**src/design/mkpm_ram.sv**
```systemverilog
// generic single write port ram with registered read-first read port
// no dependencies
module mkpm_ram #(
  parameter int unsigned WIDTH = 8,
  parameter int unsigned DEPTH = 32
) (
  input  logic                                    clk_i,
  input  logic                                    we_i,
  input  logic [(DEPTH > 1 ? $clog2(DEPTH) : 1)-1:0] waddr_i,
  input  logic [WIDTH-1:0]                        wdata_i,
  input  logic [(DEPTH > 1 ? $clog2(DEPTH) : 1)-1:0] raddr_i,
  output logic [WIDTH-1:0]                        rdata_o
);

  logic [WIDTH-1:0] mem_q [DEPTH];
  logic [WIDTH-1:0] rdata_q;

  always_ff @(posedge clk_i) begin
    if (we_i) begin
      mem_q[waddr_i] <= wdata_i;
    end
    rdata_q <= mem_q[raddr_i];
  end

  assign rdata_o = rdata_q;

endmodule

```
**config.mk**
```make
export PLATFORM = sky130hd
export DESIGN_NAME = mkpm_ram
export DESIGN_NICKNAME = d
export VERILOG_FILES = /design/src/design/mkpm_ram.sv
export SDC_FILE = /design/constraint.sdc
export NUM_CORES = 1
export LEC_CHECK = 0
export ABC_AREA = 1
export BUFFER_PORTS_ARGS = -buffer_cell sky130_fd_sc_hd__buf_2
export CORE_UTILIZATION = 24
export DETAILED_ROUTE_END_ITERATION = 8
export PLACE_DENSITY_LB_ADDON = 0.1
export REMOVE_ABC_BUFFERS = 1
export SYNTH_ARGS = -nofsm -noshare
export SYNTH_HDL_FRONTEND = slang
export SYNTH_SLANG_ARGS = --single-unit
```
**constraint.sdc**
```tcl
create_clock -name clk_i -period 2.95 [get_ports clk_i]
set_input_delay 0.7375 -clock clk_i [delete_from_list [all_inputs] [get_ports clk_i]]
set_output_delay 0.7375 -clock clk_i [all_outputs]
set_load 0.02 [all_outputs]
```
* Yosys cells after proc, flatten, opt, wreduce, memory -nomap -nowiden
Memory sizes are Yosys's and may differ from the RTL's. A register that Yosys moved wholly into a read port is not among the register bits.
Index checks and enable logic that the tools add are counted.
** Storage, ports and cells
- Register bits :: 0
- Bits in writable memories :: 256
- Bits of input ports :: 20
- Output and inout port bits :: 8
- Logic and storage cells :: 3
- Memories kept :: 1
** Operators by class
- Multiplexer cells :: 2
** Memory list
- mem_q :: depth 32, width 8, rd ports 1, clocked after Yosys merged registers in 1, write ports 1, RTL line 15 : logic [WIDTH-1:0] mem_q [DEPTH];
** Operators with widths (number)
- $mux W1 :: 2

* Depth between registers and ports, before layout
Gate-level depths: netlist of run 1.
- Word-level depth :: 2
- Gate-level depth with buffers :: 11
- Gate-level depth less buffers :: 9

* Least setup slack after synthesis of run 1
OpenSTA, ideal clock, no wires.
- Path type :: input to register
- Start :: in waddr_i[0] (netlist name)
- End :: mem mem_q[0][0] (enable)
- Library setup time :: 370 ps
- Arrival :: 1401 ps
- Required time :: 2580 ps
- Setup slack :: 1178 ps
- Stages :: 3
- Buffers on the path :: 0
- Cells stage by stage :: inv_1 > nand3_1 > nor2_1
** RTL lines
- start, declared :: RTL line 9 : input logic [(DEPTH > 1 ? $clog2(DEPTH) : 1)-1:0] waddr_i,
- end, declared :: RTL line 15
Straight into the memory's write port.

* Worst setup path in the final report of run 1
- Start :: reg rdata_q[0], in the netlist rdata_o[0] (read register of mem_q)
- End :: out rdata_o[0]
** RTL lines
- start, declared :: RTL line 16 : logic [WIDTH-1:0] rdata_q;
- end, declared :: RTL line 12 : output logic [WIDTH-1:0] rdata_o
No word-level cell between the ends.

==> results of run 1 <==
==> worst paths after layout <==
kind	start	to	slack, ns	cells after the start
setup / recovery	rdata_o[0]	rdata_o[0]	0.92	1
hold / removal	raddr_i[4]	rdata_o[2]	0.53	3
setup reg to reg	mem_q[5][7]	rdata_o[7]	1.68	8
hold reg to reg	mem_q[22][0]	rdata_o[0]	0.77	8
==> worst register-to-register path: cells and delay by family, from the launching register on <==
kind | cells | cell delay [ns]
AND/OR/NAND/NOR | 8 | 0.81
flip-flops | 1 | 0.36
==> flip-flops by register name (all words and copies together) (netlist names) <==
register / count
mem_q: 256
rdata_o: 8
==> through the flow <==
stage,power [mW],util (%),setup slack [ns],instance area (um2),cells
final,8.751,28.76,0.9155,12740,1592
after global routing,9.066,28.76,0.9310,12740,1592
after CTS,8.877,28.76,0.9245,12740,1592
after detailed placement,4.832,26.37,0.6064,11690,1536
after global placement,4.835,26.37,0.6082,11690,1536
after floorplan,4.497,-,0.6592,10380,870
==> cell families after synthesis <==
family / count (synthesis) / share of synthesized area [%]
buffers and inverters: 62 / 4.141
DFF: 264 / 72.75
and+or+nand+nor: 596 / 23.11
==> final cells by class <==
type | count | area [um2] | share of cell area, %
Clock inverter | 23 | 296.5 | 2.327
Clock buffer | 33 | 762.0 | 5.979
Sequential cell | 264 | 7848 | 61.57
Tap cell | 592 | 740.7 | 5.812
Inverter | 10 | 40.04 | 0.3142
Timing Repair Buffer | 74 | 565.5 | 4.437
Multi-Input combinational cell | 596 | 2492 | 19.56
==> per-layer routing <==
| metal | global-route usage [%] | vias to the layer above | routed length, um | part of all wire [%] |
|---|---|---|---|---|
| met2 | 21.23 | 116 | 13710 | 44 |
| met5 | 0 | - | 0 | 0 |
| li1 | - | 3312 | - | - |
| met4 | 3.189 | 0 | 595 | 1.9 |
| met3 | 2.331 | 40 | 1247 | 4.0 |
| met1 | 19.87 | 3350 | 15720 | 50 |
==> cells in the final DEF (no fill, tap or decap) <==
cell type   synthesis  final
buf_12              0      6
buf_2              15     26
buf_4               4     42
bufinv_16           0      7
clkbuf_1            7      3
clkbuf_16           0     30
clkinv_1            0      9
clkinv_2            0      4
clkinv_4            0      1
clkinv_8            0      1
clkinvlp_4          0      1
dfxtp_1             8      8
edfxtp_1          256    256
inv_1               8      8
inv_2               2      1
inv_4               0      1
nand2_1           360    360
nand3_1           204    204
nor2_1             32     32
==> where the power goes <==
| part | switching (mW) | internal (mW) |
|---|---|---|
| clock network | 1.56 | 2.47 |
| logic | 0.397 | 0.139 |
| registers | 0.0243 | 4.17 |
==> out/metrics.csv, run 1 <==
stage,metric,value,unit
timing,worst slew pin tran,0.7967,ns
logic_synthesis,Post-synth top flop,edfxtp_1,
global_route,first-pass GRT wire length,46.84,mm
place,I/O Buffers,27,
global_route,total global-route track usage,13.71,%
final_layout,Antenna diodes,0,
place,dpl hpwl,18.43,mm
die,core outline area,0.04432,mm2
clock_network,Post-CTS Setup Inserts,0,
clock_network,H-tree depth,1,
logic_synthesis,synth warn,0,
timing,achievable frequency,491.5,MHz
clock_network,Resize count post-CTS,0,
place,GPL Wtd Cong,0.7138,
logic_synthesis,Avg Inst Size Synth,11.70,um2
clock_network,Root Driver,clkbuf_16,
global_route,remaining global-route overflow,0,
final_layout,share of cells above drive strength 1,12.00,%
setup_path,"Req. time, crit path",2.21,ns
timing,setup TNS,0,ns
logic_synthesis,asr flop ratio synth,0,%
final_layout,Filler cells,4648,
clock_network,Clock transition at path regs,0.06,ns
flow_run,Max-Cap Viols,0,
timing,WHS,0.5302,ns
setup_path,Startpoint Class,flop,
setup_path,CP Class,flop to primary output,
die,die area,0.04580,mm2
worst_hold_path,worst hold-check path type,input pin to flop,
logic_synthesis,"top cells by area, synth","edfxtp_1, nand2_1, nand3_1, buf_6, dfxtp_1",
clock_network,Hold Buf Count CTS,0,
power,total power density per cell area,686.7,mW/mm2
setup_path,Worst Setup End Kind,primary output,
logic_synthesis,Synth top cells by count,"nand2_1, edfxtp_1, nand3_1",
global_route,vias in the first global route,6984,
clock_network,worst skew pair latency,0.57,ns
logic_synthesis,"FF+latch count, synth",264,
final_layout,fin nets,996,
timing,Final Critical Period,2.035,ns
setup_path,"slowest stage delay, CP",0.49,ns
run_status,status,completed,
setup_path,critical path arrival,1.30,ns
clock_network,CTS sink cnt,264,
timing,unrepaired setup endpoints after global routing,false,
routing,First DRT Iteration DRCs,429,
die,IO Pins,28,
setup_path,CP max stage cell,dfxtp_1,
timing,count of final max-slew check failures,0,
die,Die Wd,214,um
setup_path,cells along the critical path,buf_2,
power,LEAKAGE,4.666,nW
setup_path,crit path max fanout,1,
global_route,largest net degree at the start of global routing,65,
logic_synthesis,sequential fraction of the synthesis area,72.75,%
die,DIE HEIGHT,214,um
routing,Routed Wire Length,31.27,mm
logic_synthesis,number of synthesized flops with an enable pin,256,
timing,period utilization,68.97,%
routing,router iterations before antenna repair,5,
logic_synthesis,top-area cell type share of the netlist area,71.27,%
logic_synthesis,Syn Inst Count,922,
power,maximum vdd drop,0.4055,mV
logic_synthesis,Mapped Area,0.01079,mm2
global_route,antenna violations before repair,0,
die,Cell Rows,77,
routing,Avg WL per Cell,19.64,um
final_layout,area delta synth->final,18.15,%
timing,Slew headroom,46.89,%
routing,vias per cell,4.283,
timing,final setup fails,0,
logic_synthesis,Yosys cell types,12,
routing,Final ANT Viol Nets,0,
setup_path,Worst Path Buf+Inv,1,
routing,drc violations,0,
clock_network,cts bufs inserted,30,
timing,post-route clock skew,0.009802,ns
logic_synthesis,Synth area leader,edfxtp_1,
logic_synthesis,top-count cell post-synth,nand2_1,
clock_network,TritonCTS clock tree,done,
die,Initial Util,24.34,%
timing,Fin. Hold Viols,0,
routing,vias,6818,
clock_network,CTS max path bufs,3,
setup_path,"delay-heaviest family, CP",flip-flops,
No activity file was read; power rests on OpenSTA's default activity.
==> run 2, diff against run 1 <==
ABC_AREA = 0   (was 1)
clock period = 2.1 ns   (was 2.95 ns; I/O delays follow)
==> run 2 against run 1 <==
  * The flow now finishes with violations (DRC)
  * Critical endpoint is now rdata_o[0]
  * Die area down 6.7%
  * Sequential share of layout area up 2.5 points
  * Global-route usage down 1.7 points
  * Combinational power up 22%
  * Worst setup slack worse by 0.79 ns
  * Clock power up 28%
  * Largest power group unchanged
  * Highest routed layer unchanged
==> out/metrics.csv, run 2 <==
stage,metric,value,unit,change
setup_path,"slowest stage delay, CP",0.59,ns,+0.10 ns
global_route,total global-route track usage,12.03,%,-1.7 points
global_route,remaining global-route overflow,0,,unchanged
routing,vias,4526,,-34%
power,combinational share of power,5.6,%,-0.5 points
logic_synthesis,Syn Inst Count,417,,-55%
flow_run,Max-Cap Viols,0,,unchanged
setup_path,Worst Setup End Kind,flop,,
clock_network,CTS max path bufs,3,,unchanged
run_status,failing checks,DRC,,
die,die area,0.04271,mm2,-6.7%
timing,count of final max-slew check failures,0,,unchanged
logic_synthesis,top-count cell post-synth,edfxtp_1,,
clock_network,TritonCTS clock tree,done,,
routing,router iterations before antenna repair,7,,+2
logic_synthesis,Post-synth top flop,edfxtp_1,,
logic_synthesis,Synth area leader,edfxtp_1,,
die,core outline area,0.04111,mm2,-7.2%
final_layout,Biggest register,mem_q,,
timing,final setup fails,0,,unchanged
logic_synthesis,Mapped Area,0.01005,mm2,-6.8%
logic_synthesis,Yosys cell types,15,,+3
clock_network,worst skew pair latency,0.54,ns,-0.03 ns
place,Post-DP Area,0.01128,mm2,-3.5%
setup_path,most frequent CP cell,mux4_2,,
timing,setup slack after layout,0.1211,ns,-0.7943 ns
clock_network,cts bufs inserted,29,,-3.3%
die,Cell Rows,74,,-3.9%
power,Flop pwr share,50.3,%,+2.4 points
setup_path,cells along the critical path,buf_4 -> buf_12 -> mux4_2 -> mux4_2 -> mux2_2,,
timing,post-route clock skew,0.006500,ns,-0.003302 ns
final_layout,finished layout cell area,0.01225,mm2,-3.9%
setup_path,Worst Path Buf+Inv,2,,+1
clock_network,Root Driver,clkbuf_16,,
worst_hold_path,Min-Delay Path Depth,2,,-1
timing,Fin. Hold Viols,0,,unchanged
logic_synthesis,synth warn,0,,unchanged
timing,worst slew pin tran,0.6928,ns,-0.1039 ns
worst_hold_path,Hold EP,rdata_o[1],,
routing,Routed Wire Length,24.94,mm,-20%
final_layout,"leading cell types in the layout, fill and taps excluded","edfxtp_1, mux4_2, buf_4",,
power,LEAKAGE,3.880,nW,-17%
timing,Final Critical Period,1.979,ns,
logic_synthesis,"FF+latch count, synth",264,,unchanged
final_layout,fin nets,530,,-47%
run_status,status,finished with violations,,
timing,WHS,0.4862,ns,-0.04399 ns
timing,Slew headroom,53.81,%,+6.9 points
setup_path,critical path arrival,2.40,ns,+1.10 ns
worst_hold_path,hold path start,raddr_i[3],,
die,IO Pins,28,,unchanged
setup_path,"delay-heaviest family, CP",multiplexers,,
clock_network,H-tree depth,1,,unchanged
clock_network,Hold Buf Count CTS,0,,unchanged
power,Sw Share,20.91,%,-1.7 points
logic_synthesis,sequential fraction of the synthesis area,78.06,%,+5.3 points
routing,vias per cell,4.254,,-0.67%
setup_path,worst r2r path cells,3,,-5
power,Clk pwr share,44.1,%,-1.9 points
worst_hold_path,worst hold-check path type,input pin to flop,,
power,Internal Power,9.251,mW,+37%
die,Initial Util,24.46,%,+0.12 points
final_layout,fin util,29.80,%,+1.0 points
power,net switching power,2.446,mW,+24%
logic_synthesis,"top cells by area, synth","edfxtp_1, mux4_2, dfxtp_1, nor2_1, mux2_2",,
die,DIE HEIGHT,206.7,um,-3.4%
place,I/O Buffers,27,,unchanged
global_route,largest net degree at the start of global routing,33,,-49%
global_route,antenna violations before repair,1,,+1
timing,achievable frequency,505.3,MHz,
setup_path,CP Class,input pin to flop,,
power,"Power, Total",11.70,mW,+34%
die,Die Wd,206.7,um,-3.4%
routing,Final ANT Viol Nets,0,,unchanged
setup_path,Reg-to-Reg Start,mem_q[13][0],,
final_layout,area delta synth->final,21.85,%,
clock_network,Post-CTS Setup Inserts,0,,unchanged
place,dpl hpwl,16.12,mm,-13%
global_route,vias in the first global route,4874,,-30%
power,maximum vdd drop,0.5335,mV,+32%
power,total power density per cell area,954.9,mW/mm2,+39%
place,Setup WS pre-CTS,-0.5158,ns,-1.122 ns
final_layout,Largest register FFs,256,,unchanged
setup_path,crit path max fanout,24,,+23
logic_synthesis,Avg Inst Size Synth,24.11,um2,+110%
clock_network,CTS sink cnt,264,,unchanged
logic_synthesis,asr flop ratio synth,0,%,unchanged
global_route,first-pass GRT wire length,35.91,mm,-23%
routing,First DRT Iteration DRCs,413,,-3.7%
setup_path,Worst R2R Setup Slack,0.25,ns,-1.43 ns
setup_path,CP max stage cell,mux4_2,,
logic_synthesis,top-area cell type share of the netlist area,76.47,%,+5.2 points
final_layout,Antenna diodes,0,,unchanged
routing,Avg WL per Cell,23.44,um,+19%
final_layout,"commonest non-fill, non-tap cell in the layout",edfxtp_1,,
final_layout,share of cells above drive strength 1,41.17,%,+29 points
setup_path,Startpoint Class,input pin,,
logic_synthesis,Synth top cells by count,"edfxtp_1, mux4_2, nor2_1",,
setup_path,"Req. time, crit path",2.52,ns,+0.31 ns
place,GPL Wtd Cong,0.6829,,-4.3%
routing,drc violations,2,,+2
clock_network,Clock transition at path regs,0.06,ns,about the same
logic_synthesis,number of synthesized flops with an enable pin,256,,unchanged
timing,period utilization,94.23,%,
setup_path,worst r2r dst,rdata_o[0],,
timing,unrepaired setup endpoints after global routing,false,,
run 2: cell count changes after synthesis, moves of 2 or more:
cell and change:
mux2_2 +8, buf_6 -23, buf_2 -14, buf_1 +4, inv_1 -8, nand2_1 -359, nand3b_1 +5, or3b_2 +3
mux4_2 +80, inv_2 -2, nand3_1 -202, buf_4 +2
run 2: worst register-to-register path, delay by kind of cell, from the launching register on:
kind	cells	cell delay (ns)
muxes	3	1.39
DFF	1	0.36
run 2: how the worst max path moves through the flow:
stage	cells past startpoint	to	start
final	5	rdata_o[0]	raddr_i[0]
after global routing	6	rdata_o[3]	raddr_i[0]
after CTS	6	rdata_o[3]	raddr_i[0]
after detailed placement	6	rdata_o[3]	raddr_i[0]
after global placement	6	rdata_o[3]	raddr_i[0]
after floorplan	2	mem_q[0][0]	waddr_i[1]
run 2: repair_timing:
action / 4_1_cts / 5_1_grt
hold endpoints to repair: 0 / 0
endpoints found under the setup margin: 0 / 1
resized for setup: 0 / 1
run 2: routing by layer:
metal / part of all wire (%) / up-vias / routed length (um) / global-route usage [%]
li1: - / 1971 / - / -
met4: 2.1 / 0 / 535 / 3.335
met1: 49 / 2433 / 12200 / 18.22
met2: 44 / 91 / 11030 / 17.93
met3: 4.7 / 31 / 1175 / 1.633
met5: 0 / - / 0 / 0
run 2: stage by stage:
| stage | TNS (ns) | instances |
|---|---|---|
| 3_5_place_dp | -3.569 | 1011 |
| 4_1_cts | 0 | 1064 |
| 2_1_floorplan | 0 | 397 |
| 6_report | 0 | 1064 |
| 5_1_grt | 0 | 1064 |
| 3_3_place_gp | -3.621 | 1011 |
run 2: area by class of cell:
type                       instances  area (um2)
timing repair buffer              82       666.9
multi-input combinational        133        2100
clock inverter                    16       195.2
clock buffer                      37       775.7
sequential                       264        7848
fill                            3993       28860
tap                              532       665.6
run 2: power groups by stage:
stage,clock network [mW],registers [mW],logic (mW)
after floorplan,0,6.01,0.243
after global placement,0,6.00,0.672
after detailed placement,0,6.00,0.680
after CTS,5.30,5.89,0.683
after global routing,5.48,5.89,0.710
final,5.15,5.89,0.656
run 2: kinds of logic after synthesis:
group | count (synthesis) | synth area share (%)
buf+inv | 20 | 1.058
flops | 264 | 78.06
mux | 88 | 18.82
simple gates | 45 | 2.066
